**src/design/tsm_pkg.sv**
```systemverilog
// shared types and constants of the two-way sorted merge
`timescale 1ns / 1ps
`default_nettype none

package tsm_pkg;

    localparam int CMDQ_DEPTH = 4;
    localparam int OUTQ_DEPTH = 4;

    localparam logic KIND_A = 1'b0;
    localparam logic KIND_B = 1'b1;

    typedef enum logic {
        OP_MARK = 1'b0,
        OP_ELEM = 1'b1
    } op_t;

    typedef struct packed {
        op_t  op;
        logic kind;
        logic is_last;
    } cmd_t;

    typedef struct packed {
        logic valid;
        logic last;
        logic dropped;
    } res_flags_t;

endpackage

`default_nettype wire

```
**src/design/tsm_fifo.sv**
```systemverilog
// small register queue used between the merge stages
`timescale 1ns / 1ps
`default_nettype none

module tsm_fifo #(
    parameter int WIDTH = 8,
    parameter int DEPTH = 4
) (
    input  wire logic             clk,
    input  wire logic             rst_n,
    input  wire logic             push,
    input  wire logic [WIDTH-1:0] din,
    output logic                  full,
    input  wire logic             pop,
    output logic [WIDTH-1:0]      dout,
    output logic                  empty
);

    localparam int PW = $clog2(DEPTH);
    localparam int CW = $clog2(DEPTH + 1);

    logic [WIDTH-1:0] data_reg [DEPTH];
    logic [PW-1:0]    wr_ptr_reg, wr_ptr_next;
    logic [PW-1:0]    rd_ptr_reg, rd_ptr_next;
    logic [CW-1:0]    count_reg, count_next;
    logic             do_push;
    logic             do_pop;

    assign full    = (count_reg == CW'(DEPTH));
    assign empty   = (count_reg == '0);
    assign dout    = data_reg[rd_ptr_reg];
    assign do_push = push && !full;
    assign do_pop  = pop && !empty;

    always_comb
    begin
        wr_ptr_next = wr_ptr_reg;
        rd_ptr_next = rd_ptr_reg;
        count_next  = count_reg;
        if (do_push)
        begin
            wr_ptr_next = (wr_ptr_reg == PW'(DEPTH - 1)) ? '0 : wr_ptr_reg + 1'b1;
        end
        if (do_pop)
        begin
            rd_ptr_next = (rd_ptr_reg == PW'(DEPTH - 1)) ? '0 : rd_ptr_reg + 1'b1;
        end
        if (do_push && !do_pop)
        begin
            count_next = count_reg + 1'b1;
        end
        else if (do_pop && !do_push)
        begin
            count_next = count_reg - 1'b1;
        end
    end

    always_ff @(posedge clk or negedge rst_n)
    begin
        if (!rst_n)
        begin
            wr_ptr_reg <= '0;
            rd_ptr_reg <= '0;
            count_reg  <= '0;
        end
        else
        begin
            wr_ptr_reg <= wr_ptr_next;
            rd_ptr_reg <= rd_ptr_next;
            count_reg  <= count_next;
        end
    end

    always_ff @(posedge clk)
    begin
        if (do_push)
        begin
            data_reg[wr_ptr_reg] <= din;
        end
    end

endmodule

`default_nettype wire

```
**src/design/tsm_front.sv**
```systemverilog
// front end: accepts requests, classifies them and queues commands
`timescale 1ns / 1ps
`default_nettype none

module tsm_front #(
    parameter int VALUE_WIDTH = 32
) (
    input  wire logic                          clk,
    input  wire logic                          rst_n,
    input  wire logic                          kind,
    input  wire logic signed [VALUE_WIDTH-1:0] elem_value,
    input  wire logic                          has_value,
    input  wire logic                          is_last,
    input  wire logic                          push,
    output logic                               full,
    output logic                               cmd_valid,
    output tsm_pkg::cmd_t                      cmd,
    output logic signed [VALUE_WIDTH-1:0]      cmd_value,
    input  wire logic                          cmd_take
);

    import tsm_pkg::*;

    localparam int QW = $bits(cmd_t) + VALUE_WIDTH;

    cmd_t          cmd_in;
    logic          keep;
    logic          q_full;
    logic          q_empty;
    logic [QW-1:0] q_dout;

    // a request with neither element nor end flag has no effect
    assign keep = has_value || is_last;

    always_comb
    begin
        cmd_in.op      = has_value ? OP_ELEM : OP_MARK;
        cmd_in.kind    = kind;
        cmd_in.is_last = is_last;
    end

    tsm_fifo #(
        .WIDTH (QW),
        .DEPTH (CMDQ_DEPTH)
    ) u_cmdq (
        .clk   (clk),
        .rst_n (rst_n),
        .push  (push && keep),
        .din   ({cmd_in, elem_value}),
        .full  (q_full),
        .pop   (cmd_take),
        .dout  (q_dout),
        .empty (q_empty)
    );

    assign full      = q_full;
    assign cmd_valid = !q_empty;
    assign cmd       = cmd_t'(q_dout[QW-1:VALUE_WIDTH]);
    assign cmd_value = q_dout[VALUE_WIDTH-1:0];

endmodule

`default_nettype wire

```
**src/design/tsm_back.sv**
```systemverilog
// back end: per-sequence queues, merge compare and result queue
`timescale 1ns / 1ps
`default_nettype none

module tsm_back #(
    parameter int QUEUE_DEPTH = 32,
    parameter int VALUE_WIDTH = 32
) (
    input  wire logic                          clk,
    input  wire logic                          rst_n,
    input  wire logic                          cmd_valid,
    input  wire tsm_pkg::cmd_t                 cmd,
    input  wire logic signed [VALUE_WIDTH-1:0] cmd_value,
    output logic                               cmd_take,
    output logic signed [VALUE_WIDTH-1:0]      out_value,
    output logic                               out_valid,
    output logic                               out_last,
    output logic                               dropped,
    output logic                               empty,
    input  wire logic                          pop
);

    import tsm_pkg::*;

    localparam int PW = $clog2(QUEUE_DEPTH);
    localparam int CW = $clog2(QUEUE_DEPTH + 1);
    localparam int RW = $bits(res_flags_t) + VALUE_WIDTH;

    localparam logic [1:0] ST_IDLE   = 2'd0;
    localparam logic [1:0] ST_SETTLE = 2'd1;
    localparam logic [1:0] ST_MERGE  = 2'd2;

    logic [1:0] state_reg, state_next;

    logic signed [VALUE_WIDTH-1:0] qa_mem_reg [QUEUE_DEPTH];
    logic signed [VALUE_WIDTH-1:0] qb_mem_reg [QUEUE_DEPTH];
    logic signed [VALUE_WIDTH-1:0] head_a_reg, head_b_reg;

    logic [PW-1:0] wr_a_reg, wr_a_next, rd_a_reg, rd_a_next;
    logic [PW-1:0] wr_b_reg, wr_b_next, rd_b_reg, rd_b_next;
    logic [CW-1:0] cnt_a_reg, cnt_a_next, cnt_b_reg, cnt_b_next;
    logic          done_a_reg, done_a_next, done_b_reg, done_b_next;
    logic          wr_a_en, wr_b_en;

    logic          sel_done;
    logic [CW-1:0] sel_cnt;
    logic          is_elem;
    logic          drop;
    logic          store;
    logic          set_done;

    logic          both;
    logic          a_less;
    logic          take_a;
    logic          take_b;
    logic [CW-1:0] cnt_a_after, cnt_b_after;

    logic                          res_push;
    logic signed [VALUE_WIDTH-1:0] res_value;
    res_flags_t                    res_flags;
    logic                          res_full;
    logic [RW-1:0]                 res_dout;
    res_flags_t                    out_flags;

    // command classification against the current queue state
    assign sel_done = (cmd.kind == KIND_B) ? done_b_reg : done_a_reg;
    assign sel_cnt  = (cmd.kind == KIND_B) ? cnt_b_reg : cnt_a_reg;
    assign is_elem  = (cmd.op == OP_ELEM);
    assign drop     = is_elem && (sel_done || (sel_cnt == CW'(QUEUE_DEPTH)));
    assign store    = is_elem && !drop;
    assign set_done = !sel_done && cmd.is_last;

    // head selection, ties go to b
    assign both   = (cnt_a_reg != '0) && (cnt_b_reg != '0);
    assign a_less = (head_a_reg < head_b_reg);
    assign take_a = both ? a_less
                  : ((cnt_b_reg == '0) && done_b_reg && (cnt_a_reg != '0)
                     && (done_a_reg || (cnt_a_reg > CW'(1))));
    assign take_b = both ? !a_less
                  : ((cnt_a_reg == '0) && done_a_reg && (cnt_b_reg != '0)
                     && (done_b_reg || (cnt_b_reg > CW'(1))));
    assign cnt_a_after = take_a ? cnt_a_reg - 1'b1 : cnt_a_reg;
    assign cnt_b_after = take_b ? cnt_b_reg - 1'b1 : cnt_b_reg;

    always_comb
    begin
        state_next  = state_reg;
        wr_a_next   = wr_a_reg;
        rd_a_next   = rd_a_reg;
        wr_b_next   = wr_b_reg;
        rd_b_next   = rd_b_reg;
        cnt_a_next  = cnt_a_reg;
        cnt_b_next  = cnt_b_reg;
        done_a_next = done_a_reg;
        done_b_next = done_b_reg;
        wr_a_en     = 1'b0;
        wr_b_en     = 1'b0;
        cmd_take    = 1'b0;
        res_push    = 1'b0;
        res_value   = '0;
        res_flags   = '0;

        unique case (state_reg)
            ST_IDLE:
            begin
                if (cmd_valid && !res_full)
                begin
                    cmd_take   = 1'b1;
                    state_next = ST_SETTLE;
                    if (drop)
                    begin
                        res_push          = 1'b1;
                        res_flags.dropped = 1'b1;
                    end
                    if (store && (cmd.kind == KIND_B))
                    begin
                        wr_b_en    = 1'b1;
                        wr_b_next  = (wr_b_reg == PW'(QUEUE_DEPTH - 1)) ? '0
                                                                       : wr_b_reg + 1'b1;
                        cnt_b_next = cnt_b_reg + 1'b1;
                    end
                    else if (store)
                    begin
                        wr_a_en    = 1'b1;
                        wr_a_next  = (wr_a_reg == PW'(QUEUE_DEPTH - 1)) ? '0
                                                                       : wr_a_reg + 1'b1;
                        cnt_a_next = cnt_a_reg + 1'b1;
                    end
                    if (set_done && (cmd.kind == KIND_B))
                    begin
                        done_b_next = 1'b1;
                    end
                    else if (set_done)
                    begin
                        done_a_next = 1'b1;
                    end
                end
            end
            ST_SETTLE:
            begin
                state_next = ST_MERGE;
            end
            ST_MERGE:
            begin
                if (take_a || take_b)
                begin
                    if (!res_full)
                    begin
                        res_push        = 1'b1;
                        res_value       = take_a ? head_a_reg : head_b_reg;
                        res_flags.valid = 1'b1;
                        res_flags.last  = done_a_reg && done_b_reg
                                          && (cnt_a_after == '0) && (cnt_b_after == '0);
                        cnt_a_next      = cnt_a_after;
                        cnt_b_next      = cnt_b_after;
                        if (take_a)
                        begin
                            rd_a_next = (rd_a_reg == PW'(QUEUE_DEPTH - 1)) ? '0
                                                                          : rd_a_reg + 1'b1;
                        end
                        else
                        begin
                            rd_b_next = (rd_b_reg == PW'(QUEUE_DEPTH - 1)) ? '0
                                                                          : rd_b_reg + 1'b1;
                        end
                    end
                end
                else
                begin
                    if (done_a_reg && done_b_reg && (cnt_a_reg == '0) && (cnt_b_reg == '0))
                    begin
                        done_a_next = 1'b0;
                        done_b_next = 1'b0;
                    end
                    state_next = ST_IDLE;
                end
            end
            default:
            begin
                state_next = ST_IDLE;
            end
        endcase
    end

    always_ff @(posedge clk or negedge rst_n)
    begin
        if (!rst_n)
        begin
            state_reg  <= ST_IDLE;
            wr_a_reg   <= '0;
            rd_a_reg   <= '0;
            wr_b_reg   <= '0;
            rd_b_reg   <= '0;
            cnt_a_reg  <= '0;
            cnt_b_reg  <= '0;
            done_a_reg <= 1'b0;
            done_b_reg <= 1'b0;
        end
        else
        begin
            state_reg  <= state_next;
            wr_a_reg   <= wr_a_next;
            rd_a_reg   <= rd_a_next;
            wr_b_reg   <= wr_b_next;
            rd_b_reg   <= rd_b_next;
            cnt_a_reg  <= cnt_a_next;
            cnt_b_reg  <= cnt_b_next;
            done_a_reg <= done_a_next;
            done_b_reg <= done_b_next;
        end
    end

    // element queues, head read registered from the next read pointer
    always_ff @(posedge clk)
    begin
        if (wr_a_en)
        begin
            qa_mem_reg[wr_a_reg] <= cmd_value;
        end
        head_a_reg <= qa_mem_reg[rd_a_next];
    end

    always_ff @(posedge clk)
    begin
        if (wr_b_en)
        begin
            qb_mem_reg[wr_b_reg] <= cmd_value;
        end
        head_b_reg <= qb_mem_reg[rd_b_next];
    end

    tsm_fifo #(
        .WIDTH (RW),
        .DEPTH (OUTQ_DEPTH)
    ) u_outq (
        .clk   (clk),
        .rst_n (rst_n),
        .push  (res_push),
        .din   ({res_value, res_flags}),
        .full  (res_full),
        .pop   (pop),
        .dout  (res_dout),
        .empty (empty)
    );

    assign out_value = res_dout[RW-1:$bits(res_flags_t)];
    assign out_flags = res_flags_t'(res_dout[$bits(res_flags_t)-1:0]);
    assign out_valid = out_flags.valid;
    assign out_last  = out_flags.last;
    assign dropped   = out_flags.dropped;

endmodule

`default_nettype wire

```
**src/design/two_way_sorted_merge_top.sv**
```systemverilog
// top level of the two-way merge of sorted sequences
// Input channel: a request carries kind (0 = sequence a, 1 = sequence b), elem_value,
// has_value and is_last; it is taken when push is high and full is low.
// Result channel: the oldest result sits on out_value, out_valid, out_last and dropped
// while empty is low; it is taken when pop is high and empty is low.
// A request with an element or end flag lands in a four-entry command queue.
// The merge engine takes one command, stores the element in its sequence queue or
// reports a drop, records any end flag, passes a settle state for the queue head
// read, then emits one merged element per cycle while the result queue is not full,
// from a single compare of the two registered heads, and returns to idle when
// nothing is left to emit. It takes the next command only from idle; a drop report
// enters the result queue in the cycle the command is taken.
// Results go through a four-entry result queue; when the receiver stalls and that
// queue fills, the engine holds, the command queue fills, and full rises.
// Reset empties both sequence queues and the small queues and clears the end flags
// at once; requests are taken as soon as reset is released.
`timescale 1ns / 1ps
`default_nettype none

module two_way_sorted_merge_top #(
    parameter int QUEUE_DEPTH = 32,
    parameter int VALUE_WIDTH = 32
) (
    input  wire logic                          clk,
    input  wire logic                          rst_n,
    input  wire logic                          kind,
    input  wire logic signed [VALUE_WIDTH-1:0] elem_value,
    input  wire logic                          has_value,
    input  wire logic                          is_last,
    input  wire logic                          push,
    output logic                               full,
    output logic signed [VALUE_WIDTH-1:0]      out_value,
    output logic                               out_valid,
    output logic                               out_last,
    output logic                               dropped,
    output logic                               empty,
    input  wire logic                          pop
);

    import tsm_pkg::*;

    logic                          cmd_valid;
    cmd_t                          cmd;
    logic signed [VALUE_WIDTH-1:0] cmd_value;
    logic                          cmd_take;

    tsm_front #(
        .VALUE_WIDTH (VALUE_WIDTH)
    ) u_front (
        .clk        (clk),
        .rst_n      (rst_n),
        .kind       (kind),
        .elem_value (elem_value),
        .has_value  (has_value),
        .is_last    (is_last),
        .push       (push),
        .full       (full),
        .cmd_valid  (cmd_valid),
        .cmd        (cmd),
        .cmd_value  (cmd_value),
        .cmd_take   (cmd_take)
    );

    tsm_back #(
        .QUEUE_DEPTH (QUEUE_DEPTH),
        .VALUE_WIDTH (VALUE_WIDTH)
    ) u_back (
        .clk       (clk),
        .rst_n     (rst_n),
        .cmd_valid (cmd_valid),
        .cmd       (cmd),
        .cmd_value (cmd_value),
        .cmd_take  (cmd_take),
        .out_value (out_value),
        .out_valid (out_valid),
        .out_last  (out_last),
        .dropped   (dropped),
        .empty     (empty),
        .pop       (pop)
    );

    // a result is either a merged element or a drop report
    a_valid_xor_drop: assert property (@(posedge clk) disable iff (!rst_n)
        !empty |-> (out_valid != dropped))
        else $error("result is neither element nor drop report");

    // only a merged element can close a pair
    a_last_is_elem: assert property (@(posedge clk) disable iff (!rst_n)
        (!empty && out_last) |-> out_valid)
        else $error("last flag on a drop report");

    // no request can reach the result side by the edge that sees reset released
    a_empty_after_reset: assert property (@(posedge clk)
        $rose(rst_n) |-> empty)
        else $error("result present right after reset");

    // a command is never taken while the engine sees no command
    a_take_needs_cmd: assert property (@(posedge clk) disable iff (!rst_n)
        cmd_take |-> cmd_valid)
        else $error("command taken from empty command queue");

endmodule

`default_nettype wire

```
**config.mk**
```make
export PLATFORM = sky130hd
export DESIGN_NAME = two_way_sorted_merge_top
export DESIGN_NICKNAME = d
export VERILOG_FILES = /design/src/design/tsm_pkg.sv /design/src/design/tsm_fifo.sv /design/src/design/tsm_front.sv /design/src/design/tsm_back.sv /design/src/design/two_way_sorted_merge_top.sv
export SDC_FILE = /design/constraint.sdc
export NUM_CORES = 2
export LEC_CHECK = 0
export BUFFER_PORTS_ARGS = -buffer_cell sky130_fd_sc_hd__buf_4
export CAP_MARGIN = 20
export CORE_MARGIN = 5
export CORE_UTILIZATION = 35
export CTS_CLUSTER_SIZE = 25
export DETAILED_ROUTE_END_ITERATION = 16
export MAX_ROUTING_LAYER = met4
export SETUP_SLACK_MARGIN = 0.02
export SKIP_CTS_REPAIR_TIMING = 1
export SLEW_MARGIN = 20
export SYNTH_ARGS = -nofsm -noshare
export SYNTH_HDL_FRONTEND = slang
export SYNTH_SLANG_ARGS = --single-unit
export TNS_END_PERCENT = 100
```
**constraint.sdc**
```tcl
create_clock -name clk -period 8.4 [get_ports clk]
set_input_delay 0.84 -clock clk [delete_from_list [all_inputs] [get_ports clk]]
set_output_delay 0.84 -clock clk [all_outputs]
set_load 0.03 [all_outputs]
```
-- Word-level counts from Yosys, hierarchy flattened
Memories as Yosys holds them, arrays and structs flattened. A register that Yosys moved wholly into a read port is not among the register bits.
Index checks and enable logic that the tools add are counted.
- register bits: 50
- bits in writable memories: 2328
- output and inout bits: 37
- memories kept: 4
- memories (memory ; words ; width ; rd ports ; clocked after memory_dff ; write ports ; line ; text):
    u_back.qa_mem_reg ; 32 ; 32 ; 1 ; 1 ; 1 ; tsm_back.sv:35 ; logic signed [VALUE_WIDTH-1:0] qa_mem_reg [QUEUE_DEPTH];
    u_back.qb_mem_reg ; 32 ; 32 ; 1 ; 1 ; 1 ; tsm_back.sv:36 ; logic signed [VALUE_WIDTH-1:0] qb_mem_reg [QUEUE_DEPTH];
    u_back.u_outq.data_reg ; 4 ; 35 ; 1 ; 0 ; 1 ; tsm_fifo.sv:22 ; logic [WIDTH-1:0] data_reg [DEPTH];
    u_front.u_cmdq.data_reg ; 4 ; 35 ; 1 ; 0 ; 1 ; tsm_fifo.sv:22 ;
- $add $sub $neg: 16
- order comparisons: 3
- equality and inequality tests: 24
- mux-type cells: 80
- bitwise gates (word level): 1
- reductions and logical operators: 62
- operator list (cell ; number):
    $mux 32 ; 4
    $mux 6 ; 12
    $mux 5 ; 12
    $mux 1 ; 33
    $lt 32x32->1 ; 1
    $logic_and 1x1->1 ; 27
    $logic_not 6->1 ; 4
    $pmux 6 s2 ; 2
    $add 5x1->5 const B ; 4
    $eq 5x5->1 const B ; 4
    $mux 2 ; 9
    $ne 2x1->1 const B ; 7
    $add 6x1->6 const B ; 2
    $gt 6x1->1 const B ; 2
    $mux 3 ; 4
    $reduce_and 6->1 ; 2
    $reduce_bool 6->1 ; 2
    $sub 6x1->6 const B ; 2
    $logic_not 1->1 ; 11
    $eq 2x2->1 const B ; 5
    $reduce_and 5->1 ; 2
    $add 2x1->2 const B ; 4
    $ne 2x2->1 const B ; 4
    $add 3x1->3 const B ; 2
    other kinds (14) ; 25

-- Depth between registers and ports, before layout
- depth in word-level cells: 13
- mapped depth: 20

-- Modules after synthesis
From an unflattened synthesis, not the netlist that was laid out.
- cells, all modules: 5751
- area total of the unflattened synthesis: 96392.4 um2
- by module, submodules not included (module ; instances ; cells an instance ; area each (um2) ; sequential area each (um2)):
    tsm_back ; 1 ; 5309 ; 85395.7 ; 63681.1
    tsm_fifo ; 2 ; 220 ; 5492.8 ; 4379.2
    tsm_front ; 1 ; 2 ; 11.3 ; 0.0

-- Worst setup path before layout
OpenSTA, ideal clock, no wires.
- path kind: register to register
- start point: register u_front.u_cmdq.rd_ptr_reg[0]
- end point: memory u_back.qa_mem_reg[31][0] (enable)
- setup time: 0.421 ns
- data arrival time: 4.061 ns
- required time: 7.979 ns
- slack: 3.918 ns
- stages on the path, launching flop included: 9
- buffers on the path: 1
- clock period less this slack: 4.482 ns
- path through: dfrtp_1 > clkbuf_1 > mux4_2 > a211oi_1 > a21oi_1 > nand2b_1 > nor3_1 > nand2_1 > nor2_1
- longest elaborated chain between the ends: 13
- elaborated cells between the ends (all ways): 15
- those cells by class: 1 x eq/ne; 8 x mux; 5 x reduce/logical; 1 x memory
- RTL lines (element ; line ; text):
    from (decl) ; tsm_fifo.sv:24 ; logic [PW-1:0] rd_ptr_reg, rd_ptr_next;
    from (signal assigned) ; tsm_fifo.sv:69 ; rd_ptr_reg <= rd_ptr_next;
    $mem_v2 4x35 (*) ; n/a ;
    $mux 6 ; tsm_back.sv:67 ; assign sel_cnt = (cmd.kind == KIND_B) ? cnt_b_reg : cnt_a_reg;
    $eq 6x6->1 ; tsm_back.sv:69 ; assign drop = is_elem && (sel_done || (sel_cnt == CW'(QUEUE_DEPTH)));
    $logic_or 1x1->1 ; tsm_back.sv:69 ;
    $logic_and 1x1->1 ; tsm_back.sv:69 ;
    $logic_not 1->1 ; tsm_back.sv:70 ; assign store = is_elem && !drop;
    $logic_and 1x1->1 ; tsm_back.sv:70 ;
    $mux 1 / $logic_and 1x1->1 (equally long branches) ; tsm_back.sv:122, tsm_back.sv:115 ;
    $mux 1 (*) ; tsm_back.sv:115 ; if (store && (cmd.kind == KIND_B))
    $mux 1 (*) ; tsm_back.sv:106 ; if (cmd_valid && !res_full)
    $mux 1 (*) ; tsm_back.sv:103 ; unique case (state_reg)
    $mux 1 (*) ; tsm_back.sv:216 ; if (wr_a_en)
    $mux 1 (not written as such) (*) ; tsm_back.sv:218 ; qa_mem_reg[wr_a_reg] <= cmd_value;
    to (decl) ; tsm_back.sv:35 ;
Every way passes the cells marked *; elsewhere a longest branch is shown, timed or not.

-- Worst setup path in the final report
- start point: register u_back.cnt_a_reg[3]
- end point: register u_back.head_a_reg[22] (read register of u_back.qa_mem_reg)
- longest elaborated chain between the ends: 8
- elaborated cells between the ends (all ways): 17
- those cells by class: 1 x order compare; 6 x mux; 10 x reduce/logical
- RTL lines (element ; line ; text):
    from (decl) ; tsm_back.sv:41 ; logic [CW-1:0] cnt_a_reg, cnt_a_next, cnt_b_reg, cnt_b_next;
    from (signal assigned) ; tsm_back.sv:206 ; cnt_a_reg <= cnt_a_next;
    $gt 6x1->1, or another cell as far along ; tsm_back.sv:78 ; && (done_a_reg || (cnt_a_reg > CW'(1))));
    $logic_or 1x1->1, or another cell as far along ; tsm_back.sv:78 ;
    $logic_and 1x1->1 (on tied branches) ; tsm_back.sv:78, tsm_back.sv:80 ;
    $mux 1 / $logic_and 1x1->1 (equally long branches) ; tsm_back.sv:76, tsm_back.sv:81 ;
    $mux 5 / $mux 1 (equally long branches) ; tsm_back.sv:156, tsm_back.sv:79 ;
    $mux 5 / $logic_or 1x1->1 (equally long branches) ; tsm_back.sv:147, tsm_back.sv:145 ;
    $mux 5 (*) ; tsm_back.sv:145 ; if (take_a || take_b)
    $mux 5 (*) ; tsm_back.sv:103 ;
    to (decl) ; tsm_back.sv:37 ; logic signed [VALUE_WIDTH-1:0] head_a_reg, head_b_reg;
Marks and branches as above.
A chain may end at the register's enable or synchronous reset.

==> impl_metrics.toml <==
[logic_synthesis]
synth_enable_flop_cells = 2328
yosysWarnings = 0
yosys-top-cells-count = "sky130_fd_sc_hd__edfxtp_1, sky130_fd_sc_hd__nand2_1, sky130_fd_sc_hd__mux2i_1"
syn-cell-area_um2 = 95920
netlist_top_cells_area = "sky130_fd_sc_hd__edfxtp_1, sky130_fd_sc_hd__mux2i_1, sky130_fd_sc_hd__mux4_2"
fraction_of_post_synthesis_cell_area_in_the_top_cell_type_by_area = 0.7288
synthesis.nets = 5779
synthesis.instances = 5675
asyncSetResetFlopFracSynth = 0.02048
yosysMostFrequentCell = "sky130_fd_sc_hd__edfxtp_1"
dominantRegCellSynth = "sky130_fd_sc_hd__edfxtp_1"
synth.distinct_cells = 79
synth.largest_area_cell = "sky130_fd_sc_hd__edfxtp_1"
synth_sequential_area_ratio = 0.7552
synth_area_per_cell_um2 = 16.90
yosys_register_bits = 2442

[die]
core_area_um2 = 273100
die_width_um = 533.5
die_ar_um2 = 284600
io_pins = 76
floorplan.initialDensity = 0.3512
chipHeight_um = 533.5
placement_rows = 192

[final_layout]
syn_to_final_growth_pct = 13.98
fraction_of_layout_cells_with_a_size_suffix_above_1 = 0.1578
instances_no_fill = 9621
final_net_count = 5935

[cts]
cts.root.buffer_cell = "sky130_fd_sc_hd__clkbuf_16"
tritoncts.num_buffers = 234
tritoncts_clock_tree = "yes"
htreeDepth = 4
worst_case_clock_buffer_depth = 4
cts.clk_slew.worst_paths_ps = 70
cts.sink_count = 2442
worstSkewPairLatency_ps = 890

[timing]
maxSlewHeadroom = 0.2043
max_freq_ghz = 0.1508
skew_ps = 62.28
grt_setup_unrepaired = "false"
fin_crit_sh = 0.7893
total_count_of_max_transition_violations_in_the_final_report = 0
setup_viol = 0
timing_worst_slew_pin_value_ps = 1194
setup_tns_final_ps = 0
min_period_ps = 6631
hold_violations = 0

[worst_hold_path]
worstHoldPathType = "primary input to async pin"

[placement]
post_detail_place_hpwl_um = 151200
dp.cells = 9184
globalplace.congestion = 0.8478
io_buffers = 75

[grt]
initial_antenna_violation_count = 20
grt_use_total = 0.1868
first_global_vias = 51970
grt_max_degree = 132
global_route.overflow_total = 0
grt_pass1_wl_um = 381200

[run]
max-cap-violations = 0

[route]
via_count = 53530
drt-total-wl_um = 267300
final_antenna_net_count = 0
initialDrtViolationCount = 7191
routed_wire_length_per_instance_um = 27.79
vias_per_std_cell = 5.564
remaining_drc_errors = 0
drt_pass1_iterations = 6

[worst_setup_path]
critical_path.n_buffers_inverters = 4
worst-endpoint-required_ps = 9060
timing.critical_path.cells = "or3_1 > or3_1 > a211oi_2 > a211o_2 > inv_2 > nand2_2 > o21ai_2 > mux2i_4 > buf_4 > inv_8 > nor2_2 > buf_4 > a31oi_1 > a221oi_1 > o21ai_1"
critical-path-top-delay-family = "compound AO/OA/AOI/OAI gates"
arrival_worst_endpoint_ps = 7290
timing.critical_path.slowest_cell_delay_ps = 830
r2r_start = "u_back.cnt_a_reg[3]"
critical_path_start = "u_back.cnt_a_reg[3]"
worst-path-max-fanout = 61
worst_path_max_delay_cell = "sky130_fd_sc_hd__nor2_2"
critPathCaptureType = "register"
startpoint_class_of_the_critical_path = "register"
timing_worst_setup_path_type = "register to register"

[power]
post-layout-total-power_uw = 47020
powerDensity_nw_per_um2 = 430.1
vdd_drop_max_v = 0.0005103
static-leakage-power_uw = 0.03585

[outcome]
outcome = "completed"
## kinds of logic after synthesis
kind of cell | after synthesis | synth area share
XOR/XNOR | 16 | 0.001461
AND/OR/NAND/NOR | 1309 | 0.06112
flip-flops | 2442 | 0.7552
multiplexers | 690 | 0.09846
adder cells (fa/ha/maj) | 65 | 0.008635
buffers and inverters | 393 | 0.01791
AO/OA/AOI/OAI | 760 | 0.05721
## worst reg2reg max path, cell delays in order (launching register included)
cell and delay, ps:
sky130_fd_sc_hd__dfrtp_1 480, sky130_fd_sc_hd__or3_1 420, sky130_fd_sc_hd__or3_1 380, sky130_fd_sc_hd__a211oi_2 260, sky130_fd_sc_hd__a211o_2 710, sky130_fd_sc_hd__inv_2 230, sky130_fd_sc_hd__nand2_2 180, sky130_fd_sc_hd__o21ai_2 130
sky130_fd_sc_hd__mux2i_4 170, sky130_fd_sc_hd__buf_4 440, sky130_fd_sc_hd__inv_8 330, sky130_fd_sc_hd__nor2_2 840, sky130_fd_sc_hd__buf_4 430, sky130_fd_sc_hd__a31oi_1 330, sky130_fd_sc_hd__a221oi_1 770, sky130_fd_sc_hd__o21ai_1 350
## layout by cell type (no fill, tap or decap), types with 6 or more instances in the layout
master and count:
sky130_fd_sc_hd__a211o_1 31, sky130_fd_sc_hd__a211oi_1 65, sky130_fd_sc_hd__a21oi_1 97, sky130_fd_sc_hd__a221o_1 68, sky130_fd_sc_hd__a221oi_1 93, sky130_fd_sc_hd__a22o_1 32, sky130_fd_sc_hd__a31oi_1 70, sky130_fd_sc_hd__a32o_1 64
sky130_fd_sc_hd__and2_2 8, sky130_fd_sc_hd__and3_1 72, sky130_fd_sc_hd__buf_12 10, sky130_fd_sc_hd__buf_4 236, sky130_fd_sc_hd__bufinv_16 23, sky130_fd_sc_hd__clkbuf_1 33, sky130_fd_sc_hd__clkbuf_16 240, sky130_fd_sc_hd__clkbuf_8 12
sky130_fd_sc_hd__clkinv_1 62, sky130_fd_sc_hd__clkinv_2 44, sky130_fd_sc_hd__clkinvlp_4 13, sky130_fd_sc_hd__dfrtp_1 47, sky130_fd_sc_hd__dfxtp_1 64, sky130_fd_sc_hd__edfxtp_1 2328, sky130_fd_sc_hd__ha_1 63, sky130_fd_sc_hd__inv_1 55
sky130_fd_sc_hd__mux2_2 38, sky130_fd_sc_hd__mux2i_1 452, sky130_fd_sc_hd__mux4_2 198, sky130_fd_sc_hd__nand2_1 643, sky130_fd_sc_hd__nand3_1 393, sky130_fd_sc_hd__nand3b_1 10, sky130_fd_sc_hd__nand4_1 9, sky130_fd_sc_hd__nor2_1 38
sky130_fd_sc_hd__nor2_4 67, sky130_fd_sc_hd__nor3_1 15, sky130_fd_sc_hd__o21ai_0 137, sky130_fd_sc_hd__o21ai_1 48, sky130_fd_sc_hd__or3_1 8, sky130_fd_sc_hd__xnor2_1 6, sky130_fd_sc_hd__xor2_1 10
## metrics by stage
| step | utilization | instance area (um2) | setup WS, ps | hold slack, ps |
|---|---|---|---|---|
| after detailed placement | 0.3723 | 101700 | 1830 | 488.1 |
| final | 0.4003 | 109300 | 1769 | 79.29 |
| after floorplan | - | 95920 | 3918 | 456.3 |
| after global routing | 0.4002 | 109300 | 1709 | 94.44 |
| after CTS | 0.4002 | 109300 | 1859 | 33.68 |
| after global placement | 0.3719 | 101600 | 1837 | 476.5 |
## routing by layer
| layer | vias up | wire length, um | part of all wire | track usage |
|---|---|---|---|---|
| met5 | - | 0 | 0 | - |
| met4 | 0 | 8015 | 0.030 | 0.05185 |
| met3 | 392 | 22800 | 0.085 | 0.03053 |
| met2 | 2544 | 126700 | 0.47 | 0.2924 |
| met1 | 27800 | 109800 | 0.41 | 0.2540 |
| li1 | 22790 | - | - | - |
## power breakdown
| group | leakage, uW | internal (uW) | switching (uW) |
|---|---|---|---|
| clock network | 0.00372 | 6010 | 4550 |
| registers | 0.0221 | 16000 | 419 |
| logic | 0.0100 | 6180 | 13800 |
| total | 0.0359 | 28200 | 18800 |
## worst paths after layout
kind | endpoint | cells after the start | slack [ps]
setup / recovery | u_back.head_a_reg[22] | 15 | 1770
setup reg to reg | u_back.head_a_reg[22] | 15 | 1770
max in group asynchronous | u_front.u_cmdq.rd_ptr_reg[0] | 1 | 7690
hold reg to reg | u_front.u_cmdq.count_reg[2] | 1 | 490
min in group clk | u_front.u_cmdq.data_reg[2][3] | 1 | 170
hold / removal | u_back.cnt_b_reg[5] | 1 | 80
## layout make-up
| cell class | count | area, um2 |
|---|---|---|
| Fill cell | 24280 | 163800 |
| Sequential cell | 2442 | 72440 |
| Multi-Input combinational cell | 2840 | 22450 |
| Clock buffer | 285 | 6295 |
| Tap cell | 3589 | 4491 |
| Timing Repair Buffer | 251 | 2064 |
| Clock inverter | 147 | 1329 |
| Inverter | 62 | 249.0 |
| Antenna cell | 5 | 12.51 |
No activity file was read; power rests on OpenSTA's default activity.
